### src/rtl/mlprq_pkg.sv
// Shared types, codes and default sizes of the multilevel priority ready queue.
package mlprq_pkg;

  localparam int unsigned MAX_LEVELS_DEF  = 8;
  localparam int unsigned QUEUE_DEPTH_DEF = 16;
  localparam int unsigned ID_BITS_DEF     = 6;

  localparam logic [3:0] LEVEL_COUNT_RST = 4'd4;

  localparam logic CMD_ADD = 1'b0;
  localparam logic CMD_GET = 1'b1;

  localparam logic signed [3:0] LEVEL_EXPIRED = -4'sd1;

  typedef enum logic [1:0] {
    ST_OK    = 2'd0,
    ST_EMPTY = 2'd1,
    ST_FULL  = 2'd2,
    ST_RANGE = 2'd3
  } status_e;

  typedef enum logic [2:0] {
    S_IDLE,
    S_PUSH,
    S_SCAN,
    S_READ,
    S_RESP
  } state_e;

  typedef enum logic [1:0] {
    QOP_NONE,
    QOP_PUSH,
    QOP_POP
  } qop_e;

  typedef struct packed {
    logic              command;
    logic [5:0]        process_id;
    logic signed [3:0] current_level;
    logic [3:0]        static_priority;
  } in_item_t;

  typedef struct packed {
    logic       granted;
    logic [5:0] chosen_id;
    logic [2:0] stored_level;
    status_e    status;
  } out_item_t;

  typedef struct packed {
    logic empty;
    logic full;
  } q_status_t;

endpackage

### src/rtl/mlprq_qstore.sv
// FIFO pointer bank and id storage shared by all levels of both banks.
module mlprq_qstore import mlprq_pkg::*; #(
  parameter int unsigned MAX_LEVELS  = MAX_LEVELS_DEF,
  parameter int unsigned QUEUE_DEPTH = QUEUE_DEPTH_DEF,
  parameter int unsigned ID_BITS     = ID_BITS_DEF
) (
  input  logic                              clk_i,
  input  logic                              rst_ni,
  input  qop_e                              op_i,
  input  logic [$clog2(2*MAX_LEVELS)-1:0]   qidx_i,
  input  logic [ID_BITS-1:0]                id_i,
  output q_status_t                         stat_o,
  output logic [ID_BITS-1:0]                rd_data_o
);

  localparam int unsigned QCNT   = 2 * MAX_LEVELS;
  localparam int unsigned PTR_W  = $clog2(QUEUE_DEPTH);
  localparam int unsigned FILL_W = $clog2(QUEUE_DEPTH + 1);
  localparam int unsigned SUM_W  = PTR_W + 1;
  localparam int unsigned ADDR_W = $clog2(QCNT * QUEUE_DEPTH);

  logic [PTR_W-1:0]  head_q [QCNT];
  logic [FILL_W-1:0] fill_q [QCNT];
  logic [ID_BITS-1:0] mem [QCNT * QUEUE_DEPTH];

  logic [PTR_W-1:0]  head_sel;
  logic [FILL_W-1:0] fill_sel;
  logic [SUM_W-1:0]  slot_sum;
  logic [PTR_W-1:0]  slot;
  logic [PTR_W-1:0]  head_inc;
  logic [ADDR_W-1:0] base;
  logic [ADDR_W-1:0] wr_addr;
  logic [ADDR_W-1:0] rd_addr;
  logic              do_push;
  logic              do_pop;

  assign head_sel = head_q[qidx_i];
  assign fill_sel = fill_q[qidx_i];

  assign stat_o.empty = (fill_sel == '0);
  assign stat_o.full  = (fill_sel == FILL_W'(QUEUE_DEPTH));

  assign do_push = (op_i == QOP_PUSH) && !stat_o.full;
  assign do_pop  = (op_i == QOP_POP) && !stat_o.empty;

  // Tail slot: head plus fill, wrapped once.
  always_comb begin
    slot_sum = SUM_W'(head_sel) + SUM_W'(fill_sel);
    if (slot_sum >= SUM_W'(QUEUE_DEPTH)) begin
      slot_sum = slot_sum - SUM_W'(QUEUE_DEPTH);
    end
    slot = slot_sum[PTR_W-1:0];
  end

  assign head_inc = (head_sel == PTR_W'(QUEUE_DEPTH - 1)) ? '0 : head_sel + 1'b1;

  assign base    = ADDR_W'(qidx_i) * ADDR_W'(QUEUE_DEPTH);
  assign wr_addr = base + ADDR_W'(slot);
  assign rd_addr = base + ADDR_W'(head_sel);

  always_ff @(posedge clk_i or negedge rst_ni) begin
    if (!rst_ni) begin
      for (int i = 0; i < QCNT; i++) begin
        head_q[i] <= '0;
        fill_q[i] <= '0;
      end
    end else if (do_push) begin
      fill_q[qidx_i] <= fill_sel + 1'b1;
    end else if (do_pop) begin
      fill_q[qidx_i] <= fill_sel - 1'b1;
      head_q[qidx_i] <= head_inc;
    end
  end

  always_ff @(posedge clk_i) begin
    if (do_push) begin
      mem[wr_addr] <= id_i;
    end
    if (do_pop) begin
      rd_data_o <= mem[rd_addr];
    end
  end

endmodule

### src/rtl/mlprq_fsm.sv
// Sequencer: add decode, one-level-per-cycle scan, bank swap and result register.
module mlprq_fsm import mlprq_pkg::*; #(
  parameter int unsigned MAX_LEVELS = MAX_LEVELS_DEF,
  parameter int unsigned ID_BITS    = ID_BITS_DEF
) (
  input  logic                              clk_i,
  input  logic                              rst_ni,
  input  logic [$clog2(MAX_LEVELS+1)-1:0]   levels_i,
  input  logic                              in_valid_i,
  output logic                              in_stall_o,
  input  in_item_t                          in_item_i,
  output logic                              out_valid_o,
  input  logic                              out_stall_i,
  output out_item_t                         out_item_o,
  output qop_e                              q_op_o,
  output logic [$clog2(2*MAX_LEVELS)-1:0]   q_idx_o,
  output logic [ID_BITS-1:0]                q_id_o,
  input  q_status_t                         q_stat_i,
  input  logic [ID_BITS-1:0]                q_rd_data_i
);

  localparam int unsigned LVL_W  = (MAX_LEVELS > 1) ? $clog2(MAX_LEVELS) : 1;
  localparam int unsigned QIDX_W = $clog2(2 * MAX_LEVELS);

  state_e state_q, state_d;

  logic [LVL_W-1:0]   lvl_q, lvl_d;
  logic [QIDX_W-1:0]  qidx_q, qidx_d;
  logic               pass_q, pass_d;
  logic               bank_q, bank_d;
  logic [3:0]         tgt_q, tgt_d;
  logic [ID_BITS-1:0] id_q, id_d;
  out_item_t          res_q, res_d;
  logic               outv_q, outv_d;
  out_item_t          out_q, out_d;

  logic              accept;
  logic              load_out;
  logic              add_ok;
  logic              add_bank;
  logic [3:0]        add_tgt;
  logic [3:0]        sp_m1;
  logic [LVL_W-1:0]  top_lvl;
  logic              scan_last;

  function automatic logic [QIDX_W-1:0] qidx_of(input logic bank, input logic [LVL_W-1:0] lvl);
    qidx_of = bank ? QIDX_W'(MAX_LEVELS) + QIDX_W'(lvl) : QIDX_W'(lvl);
  endfunction

  assign in_stall_o  = (state_q != S_IDLE);
  assign accept      = in_valid_i && !in_stall_o;
  assign load_out    = (state_q == S_RESP) && (!outv_q || !out_stall_i);
  assign top_lvl     = LVL_W'(levels_i - 1'b1);
  assign scan_last   = (lvl_q == '0);
  assign out_valid_o = outv_q;
  assign out_item_o  = out_q;
  assign q_idx_o     = qidx_q;
  assign q_id_o      = id_q;

  // Add decode: active level, expired level from static priority, or out of range.
  always_comb begin
    sp_m1    = in_item_i.static_priority - 4'd1;
    add_ok   = 1'b0;
    add_bank = bank_q;
    add_tgt  = '0;
    if (!in_item_i.current_level[3]) begin
      add_tgt = 4'(in_item_i.current_level);
      add_ok  = 5'(add_tgt) < 5'(levels_i);
    end else if (in_item_i.current_level == LEVEL_EXPIRED) begin
      add_bank = !bank_q;
      add_tgt  = sp_m1;
      add_ok   = (in_item_i.static_priority != '0) && (5'(sp_m1) < 5'(levels_i));
    end
  end

  always_comb begin
    state_d = state_q;
    unique case (state_q)
      S_IDLE: begin
        if (accept) begin
          if (in_item_i.command == CMD_ADD) begin
            state_d = add_ok ? S_PUSH : S_RESP;
          end else begin
            state_d = (levels_i == '0) ? S_RESP : S_SCAN;
          end
        end
      end
      S_PUSH: state_d = S_RESP;
      S_SCAN: begin
        if (!q_stat_i.empty) begin
          state_d = S_READ;
        end else if (scan_last && pass_q) begin
          state_d = S_RESP;
        end
      end
      S_READ: state_d = S_RESP;
      S_RESP: begin
        if (load_out) begin
          state_d = S_IDLE;
        end
      end
      default: state_d = S_IDLE;
    endcase
  end

  always_comb begin
    q_op_o = QOP_NONE;
    lvl_d  = lvl_q;
    qidx_d = qidx_q;
    pass_d = pass_q;
    bank_d = bank_q;
    tgt_d  = tgt_q;
    id_d   = id_q;
    res_d  = res_q;
    out_d  = out_q;
    outv_d = outv_q && out_stall_i;
    unique case (state_q)
      S_IDLE: begin
        if (accept) begin
          id_d  = ID_BITS'(in_item_i.process_id);
          res_d = '{granted: 1'b0, chosen_id: '0, stored_level: '0, status: ST_OK};
          if (in_item_i.command == CMD_ADD) begin
            tgt_d  = add_tgt;
            qidx_d = qidx_of(add_bank, LVL_W'(add_tgt));
            if (!add_ok) begin
              res_d.status = ST_RANGE;
            end
          end else begin
            lvl_d  = top_lvl;
            pass_d = 1'b0;
            qidx_d = qidx_of(bank_q, top_lvl);
            if (levels_i == '0) begin
              res_d.status = ST_EMPTY;
            end
          end
        end
      end
      S_PUSH: begin
        q_op_o = QOP_PUSH;
        if (q_stat_i.full) begin
          res_d.status = ST_FULL;
        end else begin
          res_d.stored_level = tgt_q[2:0];
        end
      end
      S_SCAN: begin
        if (!q_stat_i.empty) begin
          // Pop this level; if it was found in the expired bank, that bank becomes the active one.
          q_op_o = QOP_POP;
          if (pass_q) begin
            bank_d = !bank_q;
          end
        end else if (scan_last) begin
          if (pass_q) begin
            res_d.status = ST_EMPTY;
          end else begin
            pass_d = 1'b1;
            lvl_d  = top_lvl;
            qidx_d = qidx_of(!bank_q, top_lvl);
          end
        end else begin
          lvl_d  = lvl_q - 1'b1;
          qidx_d = qidx_q - 1'b1;
        end
      end
      S_READ: begin
        res_d.granted   = 1'b1;
        res_d.chosen_id = 6'(q_rd_data_i);
      end
      S_RESP: begin
        if (load_out) begin
          out_d  = res_q;
          outv_d = 1'b1;
        end
      end
      default: ;
    endcase
  end

  always_ff @(posedge clk_i or negedge rst_ni) begin
    if (!rst_ni) begin
      state_q <= S_IDLE;
      bank_q  <= 1'b0;
      pass_q  <= 1'b0;
      lvl_q   <= '0;
      qidx_q  <= '0;
      outv_q  <= 1'b0;
    end else begin
      state_q <= state_d;
      bank_q  <= bank_d;
      pass_q  <= pass_d;
      lvl_q   <= lvl_d;
      qidx_q  <= qidx_d;
      outv_q  <= outv_d;
    end
  end

  always_ff @(posedge clk_i) begin
    tgt_q <= tgt_d;
    id_q  <= id_d;
    res_q <= res_d;
    out_q <= out_d;
  end

endmodule

### src/rtl/multilevel_priority_ready_queue.sv
// Top level of the two-bank multilevel priority ready queue.
//
// Active/expired ready queue: each bank holds one FIFO of process ids per
// priority level. An add item with a level of 0 or more is queued in the
// active FIFO of that level; a level of -1 queues it in the expired FIFO at
// static priority minus one and reports that level back. A get item pops the
// head of the highest non-empty active level below level_count; if the whole
// active bank is empty but the expired bank is not, the banks swap and the
// pop is taken from the new active bank. Every item gives exactly one result.
// Timing: one item is worked at a time. An add in range goes through a push
// step before its result; an out-of-range add goes straight to its result.
// A get scans the FIFO fill counts, one level per cycle, first down the
// active bank and then down the expired bank; a hit adds a step for the
// registered id memory read. A get with level_count zero goes straight to
// its result. The next item can be taken in the cycle after its
// predecessor's result is loaded. A result waiting in the output register
// does not block the next accept; the result of that next item then waits
// in the sequencer and holds the input stalled until the output register
// is free. level_count is written through the cfg channel (always ready);
// the user must write it only while the block is idle, which the block
// itself does not enforce. Values above MAX_LEVELS act as MAX_LEVELS, and
// zero makes every add out of range and every get empty. The id memory
// needs no clearing after reset.
module multilevel_priority_ready_queue import mlprq_pkg::*; #(
  parameter int unsigned MAX_LEVELS  = MAX_LEVELS_DEF,
  parameter int unsigned QUEUE_DEPTH = QUEUE_DEPTH_DEF,
  parameter int unsigned ID_BITS     = ID_BITS_DEF
) (
  input  logic      clk_i,
  input  logic      rst_ni,
  input  logic      in_valid_i,
  output logic      in_stall_o,
  input  in_item_t  in_item_i,
  output logic      out_valid_o,
  input  logic      out_stall_i,
  output out_item_t out_item_o,
  input  logic      cfg_valid_i,
  output logic      cfg_ready_o,
  input  logic [3:0] cfg_data_i
);

  localparam int unsigned LCNT_W = $clog2(MAX_LEVELS + 1);
  localparam int unsigned QIDX_W = $clog2(2 * MAX_LEVELS);

  logic [3:0]         level_count_q;
  logic [LCNT_W-1:0]  levels;
  qop_e               q_op;
  logic [QIDX_W-1:0]  q_idx;
  logic [ID_BITS-1:0] q_id;
  logic [ID_BITS-1:0] q_rd_data;
  q_status_t          q_stat;

  // The register write never waits.
  assign cfg_ready_o = 1'b1;

  always_ff @(posedge clk_i or negedge rst_ni) begin
    if (!rst_ni) begin
      level_count_q <= LEVEL_COUNT_RST;
    end else if (cfg_valid_i && cfg_ready_o) begin
      level_count_q <= cfg_data_i;
    end
  end

  // Saturate the level count to the levels actually built.
  assign levels = (5'(level_count_q) > 5'(MAX_LEVELS)) ? LCNT_W'(MAX_LEVELS)
                                                       : LCNT_W'(level_count_q);

  mlprq_fsm #(
    .MAX_LEVELS (MAX_LEVELS),
    .ID_BITS    (ID_BITS)
  ) u_fsm (
    .clk_i       (clk_i),
    .rst_ni      (rst_ni),
    .levels_i    (levels),
    .in_valid_i  (in_valid_i),
    .in_stall_o  (in_stall_o),
    .in_item_i   (in_item_i),
    .out_valid_o (out_valid_o),
    .out_stall_i (out_stall_i),
    .out_item_o  (out_item_o),
    .q_op_o      (q_op),
    .q_idx_o     (q_idx),
    .q_id_o      (q_id),
    .q_stat_i    (q_stat),
    .q_rd_data_i (q_rd_data)
  );

  mlprq_qstore #(
    .MAX_LEVELS  (MAX_LEVELS),
    .QUEUE_DEPTH (QUEUE_DEPTH),
    .ID_BITS     (ID_BITS)
  ) u_qstore (
    .clk_i     (clk_i),
    .rst_ni    (rst_ni),
    .op_i      (q_op),
    .qidx_i    (q_idx),
    .id_i      (q_id),
    .stat_o    (q_stat),
    .rd_data_o (q_rd_data)
  );

endmodule

### config.mk
export PLATFORM = sky130hd
export DESIGN_NAME = multilevel_priority_ready_queue
export DESIGN_NICKNAME = d
export VERILOG_FILES = /design/src/rtl/mlprq_pkg.sv /design/src/rtl/mlprq_qstore.sv /design/src/rtl/mlprq_fsm.sv /design/src/rtl/multilevel_priority_ready_queue.sv
export SDC_FILE = /design/constraint.sdc
export NUM_CORES = 2
export LEC_CHECK = 0
export BUFFER_PORTS_ARGS = -buffer_cell sky130_fd_sc_hd__buf_4
export CAP_MARGIN = 0
export CORE_ASPECT_RATIO = 0.9
export CORE_MARGIN = 2
export CORE_UTILIZATION = 68
export DETAILED_ROUTE_END_ITERATION = 7
export PLACE_DENSITY_LB_ADDON = 0.08
export SLEW_MARGIN = 20
export SYNTH_ARGS = -nofsm -noshare
export SYNTH_HDL_FRONTEND = slang
export SYNTH_HIERARCHICAL = 1
export SYNTH_SLANG_ARGS = --single-unit
### constraint.sdc
create_clock -name clk_i -period 11.8 [get_ports clk_i]
set_input_delay 2.36 -clock clk_i [delete_from_list [all_inputs] [get_ports clk_i]]
set_output_delay 2.36 -clock clk_i [all_outputs]
set_load 0.02 [all_outputs]
# ---- Word level (Yosys, flattened, before mapping)
# Memory sizes are Yosys's and may differ from the RTL's. A register that Yosys moved wholly into a read port is not among the register bits.
# Cells that the tools add are included.
dict set report op_classes {
  n_mul 0
  n_reduce_logical 39
  add_sub_neg 13
  shifts 0
  n_div 0
  n_bitwise 4
  mux 70
  n_lt_le_gt_ge 6
  n_eq_ne 19
}
# operator count
set op_table {}
lappend op_table {{$bwmux W80} 2}
lappend op_table {{$mux W80} 2}
lappend op_table {{$bwmux W64} 1}
lappend op_table {{$mux W4} 14}
lappend op_table {{$mux W3} 15}
lappend op_table {{$bmux W5 S4} 1}
lappend op_table {{$demux W5 S4} 1}
lappend op_table {{$add A8 B4 Y8} 2}
lappend op_table {{$bmux W4 S4} 1}
lappend op_table {{$demux W4 S4} 1}
lappend op_table {{$mux W5} 3}
lappend op_table {{$mux W2} 7}
lappend op_table {{$pmux W7 S2} 1}
lappend op_table {{$mux W1} 13}
lappend op_table {{$mux W12} 1}
lappend op_table {{$pmux W3 S2} 2}
lappend op_table {{$pmux W3 S4} 1}
lappend op_table {{$reduce_and A3 Y1} 4}
lappend op_table {{$sub A4 B1 Y4 const B} 3}
lappend op_table {{$ge A5 B5 Y1 const B} 2}
lappend op_table {{$ne A2 B1 Y1 const B} 5}
lappend op_table {{$reduce_and A5 Y1} 2}
lappend op_table {{$add A4 B3 Y4 const A} 2}
lappend op_table {{$logic_and A1 B1 Y1} 8}
lappend op_table {{36 further kinds} 57}
dict set report totals {
  latch_bits 0
  memories 1
  ramBits 1536
  out_inout_bits 15
  register_bits 194
  romBits 0
}
# name depth word_bits rd rd_clocked_by_memory_dff write_ports line_no
set memory_table {}
lappend memory_table {u_qstore.mem 256 6 1 1 1 mlprq_qstore.sv:24} ;# logic [ID_BITS-1:0] mem [QCNT * QUEUE_DEPTH];

# ---- Longest topological paths before layout
dict set report logic_depth {
  depth_word 11
  ltp_mapped 22
  depth_no_buf 14
}

# ---- Modules after synthesis
# Netlist, hierarchy kept.
# mod n_inst area_per_inst_um2 cells_per_inst
set by_module_without_submodules {}
lappend by_module_without_submodules {mlprq_qstore 1 68225.4 4740}
lappend by_module_without_submodules {mlprq_fsm 1 2328.5 200}
lappend by_module_without_submodules {multilevel_priority_ready_queue 1 180.2 14}

# ---- Worst setup path after synthesis
# OpenSTA, ideal clock, no wires.
dict set report synth_timing {
  kind {reg2reg}
  start {register u_fsm.qidx_q[0], in the netlist u_fsm/q_idx_o[0]}
  end {memory u_qstore/mem[160][0] in the netlist's numbering (enable)}
  setup_ns 0.350
  arrival_ns 4.712
  path_stages_with_launch 19
  setup_slack_ns 6.739
  path_cell_list {dfrtp_1 > buf_4 > buf_8 > buf_6 > buf_2 > mux4_2 > mux2_2 > o21ai_1 > clkbuf_1 > ha_1 > nand2_1 > nor2_1 > nor2_1 > nor3b_4 > and2_1 > buf_2 > nand2_1 > buf_2 > nor2_1}
}
# item line_no
set synth_lines {}
lappend synth_lines {{from (decl)} mlprq_fsm.sv:28} ;# logic [QIDX_W-1:0] qidx_q, qidx_d;
lappend synth_lines {{from (signal assigned)} mlprq_fsm.sv:193} ;# qidx_q <= qidx_d;
lappend synth_lines {{to (decl)} mlprq_qstore.sv:24}

# ---- Worst setup path in the final report
dict set report layout_timing {
  start {register u_fsm.qidx_q[2], in the netlist u_fsm/q_idx_o[2]}
  end {register u_qstore.rd_data_o[4] (read register of u_qstore.mem), data pin}
}
dict set report layout_between {
  elab_chain_cells 9
}
# item line_no
set layout_lines {}
lappend layout_lines {{$not A4 Y5 (implied by the code)} {mlprq_qstore.sv:37, mlprq_qstore.sv:38}}
lappend layout_lines {{$bmux W5 S4} mlprq_qstore.sv:38} ;# assign fill_sel = fill_q[qidx_i];
lappend layout_lines {{$mux W5 (implied by the code) (2 in a row)} mlprq_qstore.sv:38}
lappend layout_lines {{$logic_not A5 Y1} mlprq_qstore.sv:40} ;# assign stat_o.empty = (fill_sel == '0);
lappend layout_lines {{$mux W2} mlprq_fsm.sv:147} ;# if (!q_stat_i.empty) begin
lappend layout_lines {{$pmux W2 S2} mlprq_fsm.sv:117} ;# unique case (state_q)
lappend layout_lines {{$eq A2 B2 Y1} mlprq_qstore.sv:44} ;# assign do_pop = (op_i == QOP_POP) && !stat_o.empty;
lappend layout_lines {{$logic_and A1 B1 Y1} mlprq_qstore.sv:44}
lappend layout_lines {{to (decl)} mlprq_qstore.sv:13} ;# output logic [ID_BITS-1:0] rd_data_o
# Several ways; a longest one is shown, not always the timed one. The select of a mux whose other input is x is not followed.
# A chain may end at the register's enable or synchronous reset.

==> flow_summary.yaml <==
outcome:
  status: "finished, violations left"
  violations: "DRC"
synthesis:
  synth-main-ff-cell: "edfxtp_1"
  synth-edff-count: 1575
  avgSynthCellArea_sq_um: 14.3
  ys_types: 90
  synth_top_family_by_area: "simple AND/OR/NAND/NOR gates"
  synth_top_cell_by_area: "edfxtp_1"
  synth_cells: 4954
  synth_top_area_share_pct: 66.9
  yosys.area_share.simple_pct: 10.7
  synth_nets: 4997
  syn_area_sq_um: 70700
  synth-xor-area-share_pct: 0.230
  synth_compound_area_share_pct: 7.07
  synth_adder_area_share_pct: 0.347
  yosys-mux-area-fraction_pct: 6.76
  ys_warn_count: 6
  ys_top_cells_by_area: "edfxtp_1 (67%), dfrtp_1 (5.7%), nand2_1 (4.6%)"
  async_flop_share_pct: 9.27
  seq_area_frac_synth_pct: 72.6
  synth_seq_cells: 1736
power:
  p_leak_nw: 26.3
  p_per_area_nw_per_um2: 281
  total_power_mw: 21.7
  ir_drop_uv: 355
detailed_routing:
  dr.pass1.iters: 8
  vias_per_cell: 6.85
  drt_iter0_drc: 6912
  drc: 2
  ant_nets: 0
  wl_mm: 187
  drt-wirelength-per-cell_um: 29.2
  via_count: 43900
global_route:
  grt_use_met1_pct: 51.7
  met2_usage_pct: 52.4
  antenna_found_initial: 15
  gr-usage-met3_pct: 9.30
  grt.busiest_layer: "met2"
  gr-usage-all-layers_pct: 35.6
  grt_max_degree: 196
  grt_pass1_wl_mm: 275
  grt_pass1_vias: 41700
  grt.overflow.total: 0
floorplanning:
  fp.coreArea_sq_um: 103000
  initial_core_util_pct: 68.4
  die_x_um: 344
  ios: 39
  die_h_um: 310
  rows: 112
  die_area_sq_um: 107000
finish:
  finalInstanceArea_sq_um: 77100
  layout.cells.non_filler: 6408
  drive_gt1_share_pct: 12.1
  area_growth_pct: 8.99
  num-nets-final: 4950
  fillCellCount: 6328
sta:
  hold_viol_final: 0
  fmax_mhz: 140
  tightest_slew_ns: 1.28
  skew_ns: 0.0334
  setup_viol: 0
  fin_crit_ns: 7.14
  fin_tns_setup_ns: 0
  slew_headroom_pct: 15.0
  finalWorstSetupSlack_ns: 4.66
  timing.final.crit_share_pct: 60.5
  rsz0062_at_grt: "no"
  drv_slew: 0
clocking:
  numClockSinks: 1736
  cts_buffers: 163
  cts_buffer_depth: 3
  post_cts_buffers: 0
  cts_hold_buf: 0
  cts_resized: 0
  insertion_delay_ns: 0.79
  tritoncts: "built"
  clk_pin_slew_ns: 0.06
  cts_htree_levels: 4
  clockRootBuffer: "clkbuf_16"
placement:
  gp_congestion: 0.919
  dp_cells: 6110
  dp_hpwl_mm: 110
  port_buffers: 37
  pre_cts_ws_ns: 4.91
  post_dp_cell_area_sq_um: 72100
critical_path:
  max_stage_delay_ns: 1.01
  cp_common_cell: "buf_4"
  critPathSlowestCell: "dfrtp_1"
  start_kind: "flop"
  required_ns: 12.44
  cp.arrival_ns: 7.78
  path_max_fanout: 149
  critPathKind: "reg -> reg"
  cp-end-kind: "flop"
  rrSetupSlack_ns: 4.66
  path_cells: "inv_1, mux2i_1, nand2_2, nand2_4, buf_12, buf_4, buf_4, nand2_1, a32o_1, o41ai_1, o311ai_1, o22ai_1, nand3b_1"
hold_path:
  hold_class: "reg -> reg"
run:
  max_cap_violations: 0
-- per-stage QoR --
stage	hold WS, ns	util, %
after floorplan	0.400	-
after global placement	0.404	69.6
after detailed placement	0.409	69.7
after CTS	0.423	74.5
after global routing	0.431	74.5
final	0.424	74.5
-- placed cells by master (no fill, tap or decap), types with 93 or more instances in the layout --
cell type,synthesis,final
edfxtp_1,1575,1575
nand2_1,862,859
nor2_1,369,364
nand3_1,265,261
a21oi_1,180,179
clkbuf_16,0,167
dfrtp_1,160,159
mux2i_1,140,139
mux2_2,114,113
and3_1,113,113
buf_4,14,111
a31oi_1,93,93
-- metal layers --
| layer | up-vias | routed length [um] |
|---|---|---|
| met5 | - | 125 |
| met4 | 10 | 7490 |
| li1 | 18700 | - |
| met2 | 2995 | 83600 |
| met1 | 21800 | 70900 |
| met3 | 484 | 25100 |
-- cell families (layout without fill, tap and decap cells) --
logic type	count (synthesis)	after routing
mux	368	368
compound gates	720	720
fa+ha+maj	19	19
other cells	1	9
simple gates	1743	1743
flops	1736	1736
buf+inv	351	429
xor+xnor	16	16
-- critical path, delay by kind of cell (launching register included) --
family | cells | cell delay [ns]
AOI/OAI and AO/OA | 4 | 1.92
muxes | 1 | 0.31
DFF | 1 | 1.01
buffers and inverters | 4 | 2.61
and+or+nand+nor | 4 | 0.98
-- synthesized netlist by cell type, types with 10 or more instances --
master and n:
a221o_1 16, nor2_1 369, a22o_1 15, a21oi_1 180, buf_1 36, nor4_1 10
and2_1 17, mux4_2 72, a2111oi_0 15, buf_6 11, inv_1 16, nand4_1 35
a21oi_2 16, o22ai_1 14, a221oi_1 17, clkbuf_1 137, mux2i_1 140, dfrtp_1 160
a32oi_1 67, ha_1 18, nand2_1 862, a31oi_1 93, edfxtp_1 1575, nand3_1 265
buf_2 132, a32o_1 28, nor2b_1 11, a211oi_1 65, and3_1 113, buf_4 14
a22oi_1 46, mux2_1 42, o21ai_0 72, mux2_2 114, or4_1 16
-- worst paths after layout --
kind | startpoint | end | depth (start not counted)
setup / recovery | u_fsm/q_idx_o[2] | u_qstore/rd_data_o[4] | 13
setup reg to reg | u_fsm/q_idx_o[2] | u_qstore/rd_data_o[4] | 13
hold reg to reg | u_fsm/res_q[9] | u_fsm/out_item_o[9] | 0
min in group asynchronous | rst_ni | u_qstore/fill_q[62] | 1
max in group asynchronous | rst_ni | u_qstore/head_q[37] | 2
hold / removal | u_fsm/res_q[9] | u_fsm/out_item_o[9] | 0
-- registers in the layout (all words and copies together) (netlist names), named ones only --
| signal | flops |
|---|---|
| u_fsm/res_q | 12 |
| u_fsm/bank_q | 1 |
| u_qstore/head_q | 64 |
| u_fsm/q_id_o | 6 |
| u_qstore/rd_data_o | 6 |
| level_count_q | 4 |
| u_fsm/out_item_o | 12 |
| u_fsm/lvl_q | 3 |
| u_fsm/state_q | 3 |
| u_fsm/out_valid_o | 1 |
| u_fsm/pass_q | 1 |
| u_fsm/q_idx_o | 4 |
| u_qstore/mem | 1536 |
| u_fsm/tgt_q | 3 |
| u_qstore/fill_q | 64 |
-- where the power goes --
part | internal (mW) | switching, mW | leakage (nW)
logic | 2.50 | 6.79 | 7.50
registers | 7.23 | 0.206 | 16.3
clock network | 2.78 | 2.19 | 2.46
total | 12.5 | 9.18 | 26.3
-- layout make-up --
type / instances / area (sq um) / area share [%]
Antenna cell: 8 / 20.0 / 0.0260
Clock buffer: 197 / 4300 / 5.58
Clock inverter: 93 / 682 / 0.885
Inverter: 20 / 90.1 / 0.117
Multi-Input combinational cell: 2867 / 18000 / 23.3
Sequential cell: 1736 / 51300 / 66.6
Tap cell: 1368 / 1710 / 2.22
Timing Repair Buffer: 119 / 985 / 1.28
Note: power is estimated with default switching activity, not from simulation.
